$ cat src/hw/rtl/interval_jitter_histogram_assert.svh
// Assertion macros for the interval jitter histogram.
// Used by the top level only; no other dependencies.
`ifndef INTERVAL_JITTER_HISTOGRAM_ASSERT_SVH
`define INTERVAL_JITTER_HISTOGRAM_ASSERT_SVH

// The consequent must hold in the same cycle as the antecedent.
`define IJH_ASSERT_IMPLIES(label, clk, rst, ante, cons) \
   label: assert property (@(posedge clk) disable iff (rst) (ante) |-> (cons)) \
      else $error("implication check failed");

// The condition must never be observed outside reset.
`define IJH_ASSERT_NEVER(label, clk, rst, cond) \
   label: assert property (@(posedge clk) disable iff (rst) !(cond)) \
      else $error("forbidden condition observed");

`endif

$ cat src/hw/rtl/ijh_pkg.sv
// Shared constants, types and codes of the interval jitter histogram.
// No dependencies; every other file but the assertion header refers to it by scoped names.
package ijh_pkg;

   localparam int NUM_BINS    = 100;
   localparam int COUNT_WIDTH = 17;
   localparam int BIN_WIDTH   = (NUM_BINS > 1) ? $clog2(NUM_BINS) : 1;
   localparam int LAST_BIN    = NUM_BINS - 1;

   // Fixed widths of the transaction fields.
   localparam int SEC_WIDTH      = 32;
   localparam int NS_WIDTH       = 30;
   localparam int RBIN_WIDTH     = 7;
   localparam int OUT_CNT_WIDTH  = 17;

   localparam int NS_PER_SEC  = 1000000000;
   localparam int NS_PER_BIN  = 10000;
   localparam int SPAN_NS     = NUM_BINS * NS_PER_BIN;
   localparam int SMALL_WIDTH = $clog2(SPAN_NS);

   // Division by NS_PER_BIN is a multiply by its rounded-up reciprocal scaled by 2^DIV_SHIFT.
   localparam int DIV_SHIFT = 34;
   localparam longint unsigned DIV_RECIP =
      ((64'd1 << DIV_SHIFT) + NS_PER_BIN - 1) / NS_PER_BIN;
   localparam int PROD_WIDTH  = DIV_SHIFT + BIN_WIDTH + 1;

   localparam logic CMD_EVENT = 1'b0;
   localparam logic CMD_READ  = 1'b1;

   typedef enum logic [1:0] {
      KIND_FIRST,
      KIND_COUNT,
      KIND_READ
   } kind_type;

   typedef struct packed {
      logic                   valid;
      kind_type               kind;
      logic [BIN_WIDTH-1:0]   bin;
      logic [RBIN_WIDTH-1:0]  read_bin;
   } item_type;

   typedef struct packed {
      logic                      counted;
      logic [RBIN_WIDTH-1:0]     bin_number;
      logic [OUT_CNT_WIDTH-1:0]  bin_count;
   } result_type;

endpackage

$ cat src/hw/rtl/ijh_if.sv
// Request and response channel interfaces of the interval jitter histogram.
// Depends on ijh_pkg for the field widths.
interface ijh_req_if;
   logic                              valid;
   logic                              ready;
   logic                              command;
   logic [ijh_pkg::SEC_WIDTH-1:0]     stamp_seconds;
   logic [ijh_pkg::NS_WIDTH-1:0]      stamp_nanoseconds;
   logic [ijh_pkg::RBIN_WIDTH-1:0]    read_bin;

   modport source (output valid, command, stamp_seconds, stamp_nanoseconds, read_bin,
                   input ready);
   modport sink   (input valid, command, stamp_seconds, stamp_nanoseconds, read_bin,
                   output ready);
endinterface

interface ijh_rsp_if;
   logic                               valid;
   logic                               ready;
   logic                               counted;
   logic [ijh_pkg::RBIN_WIDTH-1:0]     bin_number;
   logic [ijh_pkg::OUT_CNT_WIDTH-1:0]  bin_count;

   modport source (output valid, counted, bin_number, bin_count, input ready);
   modport sink   (input valid, counted, bin_number, bin_count, output ready);
endinterface

$ cat src/hw/rtl/ijh_interval.sv
// Interval front end: keeps the reference timestamp, subtracts with a nanosecond
// borrow and maps the interval to a bin over four stages. Depends on ijh_pkg.
module ijh_interval (
   input  logic                               clock,
   input  logic                               reset,
   input  logic                               adv,
   input  logic                               accept,
   input  logic                               command,
   input  logic [ijh_pkg::SEC_WIDTH-1:0]      stamp_seconds,
   input  logic [ijh_pkg::NS_WIDTH-1:0]       stamp_nanoseconds,
   input  logic [ijh_pkg::RBIN_WIDTH-1:0]     read_bin,
   output ijh_pkg::item_type                  item
);

   typedef enum logic [1:0] {
      RANGE_LOW,
      RANGE_MID,
      RANGE_HIGH
   } range_type;

   // Reference timestamp.
   logic [ijh_pkg::SEC_WIDTH-1:0] prev_s_ff;
   logic [ijh_pkg::NS_WIDTH-1:0]  prev_ns_ff;
   logic                          have_ref_ff;

   // Stage 0: captured transaction.
   logic                            s0_valid_ff;
   ijh_pkg::kind_type               s0_kind_ff, s0_kind_in;
   logic [ijh_pkg::SEC_WIDTH-1:0]   s0_now_s_ff, s0_prev_s_ff;
   logic [ijh_pkg::NS_WIDTH-1:0]    s0_now_ns_ff, s0_prev_ns_ff;
   logic [ijh_pkg::RBIN_WIDTH-1:0]  s0_rbin_ff;

   // Stage 1: raw differences.
   logic                            s1_valid_ff;
   ijh_pkg::kind_type               s1_kind_ff;
   logic [ijh_pkg::RBIN_WIDTH-1:0]  s1_rbin_ff;
   logic [ijh_pkg::SEC_WIDTH-1:0]   s1_ds_ff, s1_ds_in;
   logic [ijh_pkg::NS_WIDTH:0]      s1_dns_ff, s1_dns_in;

   // Stage 2: range class and in-range nanoseconds.
   logic                              s2_valid_ff;
   ijh_pkg::kind_type                 s2_kind_ff;
   logic [ijh_pkg::RBIN_WIDTH-1:0]    s2_rbin_ff;
   range_type                         s2_range_ff, s2_range_in;
   logic [ijh_pkg::SMALL_WIDTH-1:0]   s2_small_ff;

   // Stage 3: reciprocal product.
   logic                              s3_valid_ff;
   ijh_pkg::kind_type                 s3_kind_ff;
   logic [ijh_pkg::RBIN_WIDTH-1:0]    s3_rbin_ff;
   range_type                         s3_range_ff;
   logic [ijh_pkg::PROD_WIDTH-1:0]    s3_prod_ff, s3_prod_in;

   logic                              borrow, sec_neg, sec_pos, ns_neg, ns_big;
   logic [ijh_pkg::SEC_WIDTH-1:0]     ns_adj;
   logic [ijh_pkg::BIN_WIDTH-1:0]     quotient;

   always_comb begin
      if (command == ijh_pkg::CMD_READ) begin
         s0_kind_in = ijh_pkg::KIND_READ;
      end else if (!have_ref_ff) begin
         s0_kind_in = ijh_pkg::KIND_FIRST;
      end else begin
         s0_kind_in = ijh_pkg::KIND_COUNT;
      end
   end

   assign s1_ds_in  = s0_now_s_ff - s0_prev_s_ff;
   assign s1_dns_in = {1'b0, s0_now_ns_ff} - {1'b0, s0_prev_ns_ff};

   // A negative nanosecond difference borrows one second.
   assign borrow  = s1_dns_ff[ijh_pkg::NS_WIDTH];
   assign sec_neg = s1_ds_ff[ijh_pkg::SEC_WIDTH-1] || ((s1_ds_ff == '0) && borrow);
   assign sec_pos = !s1_ds_ff[ijh_pkg::SEC_WIDTH-1] && (s1_ds_ff != '0)
                    && !((s1_ds_ff == ijh_pkg::SEC_WIDTH'(1)) && borrow);
   assign ns_adj  = {{(ijh_pkg::SEC_WIDTH - ijh_pkg::NS_WIDTH - 1){s1_dns_ff[ijh_pkg::NS_WIDTH]}},
                     s1_dns_ff}
                    + (borrow ? ijh_pkg::SEC_WIDTH'(ijh_pkg::NS_PER_SEC) : '0);
   assign ns_neg  = ns_adj[ijh_pkg::SEC_WIDTH-1];
   assign ns_big  = ns_adj >= ijh_pkg::SEC_WIDTH'(ijh_pkg::SPAN_NS);

   always_comb begin
      if (sec_neg) begin
         s2_range_in = RANGE_LOW;
      end else if (sec_pos) begin
         s2_range_in = RANGE_HIGH;
      end else if (ns_neg) begin
         s2_range_in = RANGE_LOW;
      end else if (ns_big) begin
         s2_range_in = RANGE_HIGH;
      end else begin
         s2_range_in = RANGE_MID;
      end
   end

   assign s3_prod_in = ijh_pkg::PROD_WIDTH'(s2_small_ff)
                       * ijh_pkg::PROD_WIDTH'(ijh_pkg::DIV_RECIP);
   assign quotient   = s3_prod_ff[ijh_pkg::DIV_SHIFT +: ijh_pkg::BIN_WIDTH];

   always_ff @(posedge clock) begin
      if (reset) begin
         have_ref_ff <= 1'b0;
         s0_valid_ff <= 1'b0;
         s1_valid_ff <= 1'b0;
         s2_valid_ff <= 1'b0;
         s3_valid_ff <= 1'b0;
      end else begin
         if (accept && (command == ijh_pkg::CMD_EVENT)) begin
            have_ref_ff <= 1'b1;
         end
         if (adv) begin
            s0_valid_ff <= accept;
            s1_valid_ff <= s0_valid_ff;
            s2_valid_ff <= s1_valid_ff;
            s3_valid_ff <= s2_valid_ff;
         end
      end
   end

   // The reference is cleared with the rest of the state so the first
   // difference after reset is well defined.
   always_ff @(posedge clock) begin
      if (reset) begin
         prev_s_ff  <= '0;
         prev_ns_ff <= '0;
      end else if (accept && (command == ijh_pkg::CMD_EVENT)) begin
         prev_s_ff  <= stamp_seconds;
         prev_ns_ff <= stamp_nanoseconds;
      end
   end

   always_ff @(posedge clock) begin
      if (adv) begin
         s0_kind_ff    <= s0_kind_in;
         s0_now_s_ff   <= stamp_seconds;
         s0_now_ns_ff  <= stamp_nanoseconds;
         s0_prev_s_ff  <= prev_s_ff;
         s0_prev_ns_ff <= prev_ns_ff;
         s0_rbin_ff    <= read_bin;

         s1_kind_ff    <= s0_kind_ff;
         s1_rbin_ff    <= s0_rbin_ff;
         s1_ds_ff      <= s1_ds_in;
         s1_dns_ff     <= s1_dns_in;

         s2_kind_ff    <= s1_kind_ff;
         s2_rbin_ff    <= s1_rbin_ff;
         s2_range_ff   <= s2_range_in;
         s2_small_ff   <= ns_adj[ijh_pkg::SMALL_WIDTH-1:0];

         s3_kind_ff    <= s2_kind_ff;
         s3_rbin_ff    <= s2_rbin_ff;
         s3_range_ff   <= s2_range_ff;
         s3_prod_ff    <= s3_prod_in;
      end
   end

   always_comb begin
      item.valid    = s3_valid_ff;
      item.kind     = s3_kind_ff;
      item.read_bin = s3_rbin_ff;
      unique case (s3_range_ff)
         RANGE_LOW:  item.bin = '0;
         RANGE_HIGH: item.bin = ijh_pkg::BIN_WIDTH'(ijh_pkg::LAST_BIN);
         RANGE_MID:  item.bin = quotient;
         default:    item.bin = '0;
      endcase
   end

endmodule

$ cat src/hw/rtl/ijh_count_mem.sv
// Bin counter store: one synchronous memory read in one stage and updated in
// the next, with one-deep write forwarding and per-entry valid bits. Uses ijh_pkg.
module ijh_count_mem (
   input  logic                 clock,
   input  logic                 reset,
   input  logic                 adv,
   input  ijh_pkg::item_type    item,
   output logic                 result_valid,
   output ijh_pkg::result_type  result
);

   logic [ijh_pkg::COUNT_WIDTH-1:0] count_mem [ijh_pkg::NUM_BINS];
   logic [ijh_pkg::NUM_BINS-1:0]    entry_valid_ff;

   logic [ijh_pkg::BIN_WIDTH-1:0]   rd_addr;
   logic                            rd_in_range;

   // Update stage.
   logic                            up_valid_ff;
   ijh_pkg::kind_type               up_kind_ff;
   logic [ijh_pkg::BIN_WIDTH-1:0]   up_addr_ff;
   logic [ijh_pkg::RBIN_WIDTH-1:0]  up_rbin_ff;
   logic                            up_in_range_ff;
   logic [ijh_pkg::COUNT_WIDTH-1:0] rdata_ff;
   logic                            rvalid_ff;

   // Last write, for an update that follows one to the same entry.
   logic                            fwd_valid_ff;
   logic [ijh_pkg::BIN_WIDTH-1:0]   fwd_addr_ff;
   logic [ijh_pkg::COUNT_WIDTH-1:0] fwd_data_ff;

   logic [ijh_pkg::COUNT_WIDTH-1:0] cur_count, next_count;
   logic                            wr_en;

   assign rd_in_range = 32'(item.read_bin) < ijh_pkg::NUM_BINS;
   assign rd_addr     = (item.kind == ijh_pkg::KIND_READ)
                        ? (rd_in_range ? ijh_pkg::BIN_WIDTH'(item.read_bin) : '0)
                        : item.bin;

   always_comb begin
      if (fwd_valid_ff && (fwd_addr_ff == up_addr_ff)) begin
         cur_count = fwd_data_ff;
      end else if (rvalid_ff) begin
         cur_count = rdata_ff;
      end else begin
         cur_count = '0;
      end
   end

   assign next_count = (&cur_count) ? cur_count : cur_count + 1'b1;
   assign wr_en      = adv && up_valid_ff && (up_kind_ff == ijh_pkg::KIND_COUNT);

   always_ff @(posedge clock) begin
      if (adv) begin
         rdata_ff <= count_mem[rd_addr];
         if (wr_en) begin
            count_mem[up_addr_ff] <= next_count;
         end
      end
   end

   always_ff @(posedge clock) begin
      if (reset) begin
         entry_valid_ff <= '0;
         up_valid_ff    <= 1'b0;
         fwd_valid_ff   <= 1'b0;
      end else if (adv) begin
         up_valid_ff  <= item.valid;
         fwd_valid_ff <= wr_en;
         if (wr_en) begin
            entry_valid_ff[up_addr_ff] <= 1'b1;
         end
      end
   end

   always_ff @(posedge clock) begin
      if (adv) begin
         up_kind_ff     <= item.kind;
         up_addr_ff     <= rd_addr;
         up_rbin_ff     <= item.read_bin;
         up_in_range_ff <= rd_in_range;
         rvalid_ff      <= entry_valid_ff[rd_addr];
         fwd_addr_ff    <= up_addr_ff;
         fwd_data_ff    <= next_count;
      end
   end

   assign result_valid = up_valid_ff;

   always_comb begin
      unique case (up_kind_ff)
         ijh_pkg::KIND_COUNT: begin
            result.counted    = 1'b1;
            result.bin_number = ijh_pkg::RBIN_WIDTH'(up_addr_ff);
            result.bin_count  = ijh_pkg::OUT_CNT_WIDTH'(next_count);
         end
         ijh_pkg::KIND_READ: begin
            result.counted    = 1'b0;
            result.bin_number = up_rbin_ff;
            result.bin_count  = up_in_range_ff ? ijh_pkg::OUT_CNT_WIDTH'(cur_count) : '0;
         end
         default: begin
            result.counted    = 1'b0;
            result.bin_number = '0;
            result.bin_count  = '0;
         end
      endcase
   end

endmodule

$ cat src/hw/rtl/interval_jitter_histogram.sv
// Interval jitter histogram. Takes one transaction per clock cycle: a timestamp
// event or a bin read. Each event after the first is subtracted from the one
// before it, the interval is divided into 10 us bins and the bin's saturating
// counter is bumped; negative intervals land in bin 0, intervals past the last
// bin or of a second or more land in the last bin. Every transaction returns one
// response through interval stages s0 to s3, the update stage and the output
// register. The rate is one per cycle, set by the bin counter memory, which
// reads in one stage and writes in the next with the previous write forwarded.
// The counters start at zero after reset with no clearing pass; a stalled
// response holds the whole pipeline.
// Depends on ijh_pkg, ijh_if, ijh_interval, ijh_count_mem and the assertion macros.
`include "interval_jitter_histogram_assert.svh"

module interval_jitter_histogram (
   input  logic       clock,
   input  logic       reset,
   ijh_req_if.sink    req_bus,
   ijh_rsp_if.source  rsp_bus
);

   logic                adv;
   logic                accept;
   ijh_pkg::item_type   item;
   logic                up_valid;
   ijh_pkg::result_type up_result;

   logic                rsp_valid_ff;
   ijh_pkg::result_type rsp_data_ff;

   // The pipeline moves whenever the output register is empty or being drained.
   assign adv           = !rsp_valid_ff || rsp_bus.ready;
   assign accept        = req_bus.valid && adv;
   assign req_bus.ready = adv;

   ijh_interval u_interval (
      .clock             (clock),
      .reset             (reset),
      .adv               (adv),
      .accept            (accept),
      .command           (req_bus.command),
      .stamp_seconds     (req_bus.stamp_seconds),
      .stamp_nanoseconds (req_bus.stamp_nanoseconds),
      .read_bin          (req_bus.read_bin),
      .item              (item)
   );

   ijh_count_mem u_count_mem (
      .clock        (clock),
      .reset        (reset),
      .adv          (adv),
      .item         (item),
      .result_valid (up_valid),
      .result       (up_result)
   );

   always_ff @(posedge clock) begin
      if (reset) begin
         rsp_valid_ff <= 1'b0;
      end else if (adv) begin
         rsp_valid_ff <= up_valid;
      end
   end

   always_ff @(posedge clock) begin
      if (adv) begin
         rsp_data_ff <= up_result;
      end
   end

   assign rsp_bus.valid      = rsp_valid_ff;
   assign rsp_bus.counted    = rsp_data_ff.counted;
   assign rsp_bus.bin_number = rsp_data_ff.bin_number;
   assign rsp_bus.bin_count  = rsp_data_ff.bin_count;

   `IJH_ASSERT_IMPLIES(a_stall_blocks_input, clock, reset, rsp_valid_ff && !rsp_bus.ready, !req_bus.ready)
   `IJH_ASSERT_NEVER(a_counted_bin_in_range, clock, reset, rsp_valid_ff && rsp_data_ff.counted && (32'(rsp_data_ff.bin_number) >= ijh_pkg::NUM_BINS))
   `IJH_ASSERT_NEVER(a_bad_read_is_zero, clock, reset, rsp_valid_ff && !rsp_data_ff.counted && (rsp_data_ff.bin_count != '0) && (32'(rsp_data_ff.bin_number) >= ijh_pkg::NUM_BINS))

endmodule
$ cat src/flat_wrapper.sv
// flat-port wrapper written by rule: the top's interface ports become plain ports
module interval_jitter_histogram_flat 
  (clock, reset, req_bus_valid, req_bus_command, req_bus_stamp_seconds, req_bus_stamp_nanoseconds, req_bus_read_bin, req_bus_ready, rsp_bus_valid, rsp_bus_counted, rsp_bus_bin_number, rsp_bus_bin_count, rsp_bus_ready);
  ijh_req_if req_bus_i ();
  ijh_rsp_if rsp_bus_i ();
  input  logic clock;
  input  logic reset;
  input wire logic [$bits(req_bus_i.valid)-1:0] req_bus_valid;
  input wire logic [$bits(req_bus_i.command)-1:0] req_bus_command;
  input wire logic [$bits(req_bus_i.stamp_seconds)-1:0] req_bus_stamp_seconds;
  input wire logic [$bits(req_bus_i.stamp_nanoseconds)-1:0] req_bus_stamp_nanoseconds;
  input wire logic [$bits(req_bus_i.read_bin)-1:0] req_bus_read_bin;
  output wire logic [$bits(req_bus_i.ready)-1:0] req_bus_ready;
  output wire logic [$bits(rsp_bus_i.valid)-1:0] rsp_bus_valid;
  output wire logic [$bits(rsp_bus_i.counted)-1:0] rsp_bus_counted;
  output wire logic [$bits(rsp_bus_i.bin_number)-1:0] rsp_bus_bin_number;
  output wire logic [$bits(rsp_bus_i.bin_count)-1:0] rsp_bus_bin_count;
  input wire logic [$bits(rsp_bus_i.ready)-1:0] rsp_bus_ready;
  assign req_bus_i.valid = req_bus_valid;
  assign req_bus_i.command = req_bus_command;
  assign req_bus_i.stamp_seconds = req_bus_stamp_seconds;
  assign req_bus_i.stamp_nanoseconds = req_bus_stamp_nanoseconds;
  assign req_bus_i.read_bin = req_bus_read_bin;
  assign req_bus_ready = req_bus_i.ready;
  assign rsp_bus_valid = rsp_bus_i.valid;
  assign rsp_bus_counted = rsp_bus_i.counted;
  assign rsp_bus_bin_number = rsp_bus_i.bin_number;
  assign rsp_bus_bin_count = rsp_bus_i.bin_count;
  assign rsp_bus_i.ready = rsp_bus_ready;
  interval_jitter_histogram u_core (.clock(clock), .reset(reset), .req_bus(req_bus_i), .rsp_bus(rsp_bus_i));
endmodule
$ cat config.mk
export PLATFORM = sky130hd
export DESIGN_NAME = interval_jitter_histogram_flat
export DESIGN_NICKNAME = d
export VERILOG_FILES = /design/src/hw/rtl/ijh_pkg.sv /design/src/hw/rtl/ijh_if.sv /design/src/hw/rtl/ijh_interval.sv /design/src/hw/rtl/ijh_count_mem.sv /design/src/hw/rtl/interval_jitter_histogram.sv /design/src/flat_wrapper.sv
export VERILOG_INCLUDE_DIRS = /design/src /design/src/hw/rtl
export SDC_FILE = /design/constraint.sdc
export NUM_CORES = 2
export LEC_CHECK = 0
export ABC_AREA = 0
export BUFFER_PORTS_ARGS = -buffer_cell sky130_fd_sc_hd__buf_2
export CAP_MARGIN = 40
export CORE_MARGIN = 4
export CORE_UTILIZATION = 63
export DETAILED_ROUTE_END_ITERATION = 7
export GPL_TIMING_DRIVEN = 0
export PLACE_DENSITY_LB_ADDON = 0.15
export REMOVE_ABC_BUFFERS = 1
export SLEW_MARGIN = 5
export SYNTH_ARGS = -nofsm -noshare
export SYNTH_HDL_FRONTEND = slang
export SYNTH_SLANG_ARGS = --single-unit
$ cat constraint.sdc
create_clock -name clock -period 14.4 [get_ports clock]
set_input_delay 0.72 -clock clock [delete_from_list [all_inputs] [get_ports clock]]
set_output_delay 0.72 -clock clock [all_outputs]
set_load 0.01 [all_outputs]
==> impl_metrics.csv <==
group,metric,value,unit
grt,first_global_vias,58600,
die,die_ar,157000,um2
die,core,150000,um2
die,die_h,396,um
synthesis,synth.yosys.seq_area_share,68.0,%
die,floorplan.initialDensity,63.4,%
final_layout,final_cell_mix,"sky130_fd_sc_hd__edfxtp_1 (2,038), sky130_fd_sc_hd__nand2_1 (1,350), sky130_fd_sc_hd__nand3_1 (360), sky130_fd_sc_hd__inv_1 (346), sky130_fd_sc_hd__a21oi_1 (301)",
synthesis,syn-mean-instance-area,13.7,um2
power_and_ir_drop,power.combinational.fraction,54.8,%
job,maxCapViolCount,0,
final_layout,finish.cell_count_without_fillers,9398,
sta,clock_skew,0.0527,ns
final_layout,layout.cells.most_common,"sky130_fd_sc_hd__edfxtp_1",
final_layout,ff_latch_area,64600,um2
synthesis,mappedNetlistArea,95100,um2
final_layout,final_area,109000,um2
die,std_cell_rows,142,
sta,slew_headroom,26.1,%
synthesis,yosysTopAreaCell,"sky130_fd_sc_hd__edfxtp_1",
worst_setup_path,critical_path_peak_fanout,6,
min_path,holdPathStages,1,
grt,grt_first_pass_wirelength,367,mm
route,drt_iter0_drc,7767,
grt,grt_usage,31.4,%
power_and_ir_drop,worst_vdd_rail_ir_drop,1.54,mV
route,detail_route.drc_violations,0,
worst_setup_path,timing.critical_path.arrival,7.75,ns
place,globalplace.congestion,0.894,
power_and_ir_drop,clkPwrFrac,18.6,%
clock_tree,clockBufferDepth,3,
grt,antenna_found_initial,10,
clock_tree,cts_tree,"built",
sta,report.final.setup_viol,0,
power_and_ir_drop,cellInternalPower,17800,uW
route,routed_wire_length,246,mm
clock_tree,numCtsBuffers,213,
worst_setup_path,crit_required,14.95,ns
clock_tree,ctsRootBufferMaster,"sky130_fd_sc_hd__clkbuf_16",
worst_setup_path,setup.worst_path.start_class,"register",
worst_setup_path,critPathKind,"register to register",
synthesis,synth.ff_latch_count,2208,
min_path,timing.hold.worst.class,"input port to register",
sta,slew_violations,0,
clock_tree,clk_sinks,2208,
synthesis,synth_cell_type_count,90,
synthesis,yosysWarnings,0,
place,total_cell_area_at_the_placement_stage,102000,um2
synthesis,number_of_flops_mapped_to_enable_cells_by_yosys,2038,
sta,final.min_clock_period,7.21,ns
clock_tree,clock_latency,0.86,ns
clock_tree,cts_max_level,4,
synthesis,synthDominantCellAreaShare,64.4,%
die,die_width,396,um
worst_setup_path,worst-r2r-cell-count,24,
place,hpwl,162,mm
synthesis,syn-instance-count,6920,
synthesis,ys_async_sr_fraction,0,%
sta,tns,0,ns
clock_tree,clk_pin_slew_worst_paths,0.06,ns
final_layout,final_layout_size_suffix_gt1_share,13.6,%
sta,finalHoldViolations,0,
power_and_ir_drop,netSwitchingPower,11700,uW
worst_setup_path,crit_chain,"ha_1, inv_1, fa_1, fa_1, inv_1, fa_1, inv_1, fa_1, inv_1, fa_1, inv_1, fa_1, inv_1, ha_1, a21o_1, a21oi_1, nand2_1, a211oi_1, o21ai_0, a2111oi_0, nor4b_1, o21a_1, nor2_1, xnor2_1",
route,first_pass_iters,8,
final_layout,multi_input_comb_area,28100,um2
final_layout,syn_to_final_growth,14.2,%
sta,final.period_utilization,50.0,%
run_status,outcome,"complete, no violations",
synthesis,synth_ff_type,"sky130_fd_sc_hd__edfxtp_1",
route,drt-wirelength-per-cell,26.2,um
power_and_ir_drop,power_per_cell_area,271,nW/um2
synthesis,synth_area_leaders,"sky130_fd_sc_hd__edfxtp_1 (64%), sky130_fd_sc_hd__nand2_1 (5.3%), sky130_fd_sc_hd__ha_1 (3.6%)",
worst_setup_path,timing.critical_path.slowest_cell_delay,0.64,ns
power_and_ir_drop,pwr-share-seq,26.7,%
power_and_ir_drop,power_leakage,0.0391,uW
sta,achievable-frequency,139,MHz
sta,timing_worst_slew_pin_value,1.08,ns
sta,grt_setup_unrepaired,"false",
worst_setup_path,worstSetupEndpointType,"register",
grt,grt_remaining_overflow,0,
final_layout,layout.nets,7695,
grt,grt_max_degree,123,
worst_setup_path,cpMaxStageDelayCell,"sky130_fd_sc_hd__a2111oi_0",
power_and_ir_drop,power.share.switching,39.7,%
clock_tree,post_cts_resized,0,
place,post-place-cells,8985,
final_layout,final.fill_count,9300,
place,placement.io_buffers,100,
die,boundary_pins,101,
route,ant_nets,0,
worst_setup_path,timing.reg2reg.setup_slack,7.19,ns
route,detailed_route_vias_per_instance,6.36,
route,route.vias.total,59800,
-- path summary, 6_finish.rpt --
path,from,end
setup reg to reg,u_core.u_interval.s2_small_ff[7],u_core.u_interval.s3_prod_ff[40]
setup / recovery,u_core.u_interval.s2_small_ff[7],u_core.u_interval.s3_prod_ff[40]
hold reg to reg,u_core.u_interval.s1_dns_ff[1],u_core.u_interval.s2_small_ff[1]
hold / removal,req_bus_read_bin[3],u_core.u_interval.s0_rbin_ff[3]
-- flip-flops by register name, indices dropped and copies added (netlist names), 17 cells and up --
signal,count
u_core.rsp_bus.bin_count,17
u_core.u_count_mem.count_mem,1700
u_core.u_count_mem.entry_valid_ff,100
u_core.u_count_mem.fwd_data_ff,17
u_core.u_count_mem.rdata_ff,17
u_core.u_interval.prev_ns_ff,30
u_core.u_interval.prev_s_ff,32
u_core.u_interval.s0_now_ns_ff,30
u_core.u_interval.s0_now_s_ff,32
u_core.u_interval.s0_prev_ns_ff,30
u_core.u_interval.s0_prev_s_ff,32
u_core.u_interval.s1_dns_ff,31
u_core.u_interval.s1_ds_ff,32
u_core.u_interval.s2_small_ff,20
-- cells by family after synthesis --
| kind of cell | count (synthesis) | synth area share, % |
|---|---|---|
| multiplexers | 199 | 4.13 |
| buffers and inverters | 695 | 3.14 |
| XOR/XNOR | 93 | 0.865 |
| adder cells (fa/ha/maj) | 432 | 6.93 |
| AND/OR/NAND/NOR | 2374 | 10.6 |
| AO/OA/AOI/OAI | 919 | 6.39 |
| flip-flops | 2208 | 68.0 |
-- power groups by stage --
| stage | clock network [uW] | logic, uW | registers, uW |
|---|---|---|---|
| 3_3_place_gp | 0 | 15600 | 8210 |
| 6_report | 5470 | 16100 | 7870 |
| 5_1_grt | 5820 | 18300 | 7870 |
| 4_1_cts | 5510 | 16200 | 7860 |
| 2_1_floorplan | 0 | 11400 | 8040 |
| 3_5_place_dp | 0 | 16000 | 7990 |
-- synthesized netlist by cell type, drive strengths merged, types with 5 or more instances --
cell type	count
o221ai	5
a22oi	52
nand2	1355
mux2i	45
buf	169
o21bai	6
a221oi	15
a31oi	121
and4	6
o31a	8
o21ai	86
a311oi	47
o22ai	14
xor2	20
clkbuf	173
inv	352
o211ai	23
ha	275
o21a	25
a21o	49
nand3	360
dfxtp	170
nor4	12
mux4	152
a21oi	303
nand4	32
or3	10
a2111oi	61
nor2b	19
o31ai	6
fa	157
edfxtp	2038
and3	101
or2	8
a211o	5
nand2b	12
xnor2	73
and2	14
nor3	24
nor2	402
a211oi	13
a32oi	13
o2111ai	34
-- per-layer routing --
layer	up-vias	routed length [um]	global-route usage, %
met2	3591	113000	47.6
met5	-	55	0
met3	573	30300	7.71
met4	2	10500	12.8
met1	29600	92600	44.4
li1	26000	-	-
-- repair_timing --
item | in CTS | in global routing
hold buffers | 2 | 0
setup buffers | 0 | 0
endpoints found under the hold margin | 2 | 0
-- area by class of cell --
type / count / share of cell area (%)
diodes: 4 / 0.00922
clock buffers: 314 / 5.59
clock inverters: 90 / 0.777
inverters: 353 / 1.24
multi-input cells: 4017 / 25.9
flip-flops and latches: 2208 / 59.5
well taps: 2016 / 2.32
repair buffers: 396 / 4.70
-- worst max-delay path, delay by kind of cell (launching register included) --
family	cells	cell delay, ns
AO/OA/AOI/OAI	6	1.71
XOR/XNOR	1	0.08
adder cells (fa/ha/maj)	8	3.74
buffers and inverters	6	0.46
flip-flops	1	0.61
AND/OR/NAND/NOR	3	0.34
-- through the flow --
| stage | utilization (%) | total power (uW) | hold WS, ns | setup slack (ns) |
|---|---|---|---|---|
| detailed placement | 67.8 | 24000 | 0.406 | 7.25 |
| floorplan | - | 19500 | 0.400 | -24.50 |
| CTS | 72.4 | 29600 | 0.00357 | 7.20 |
| global placement | 64.3 | 23800 | 0.401 | -78.00 |
| finish | 72.4 | 29500 | 0.0520 | 7.19 |
| global route | 72.4 | 32000 | 0.0258 | 6.90 |
No activity file was read; power rests on OpenSTA's default activity.
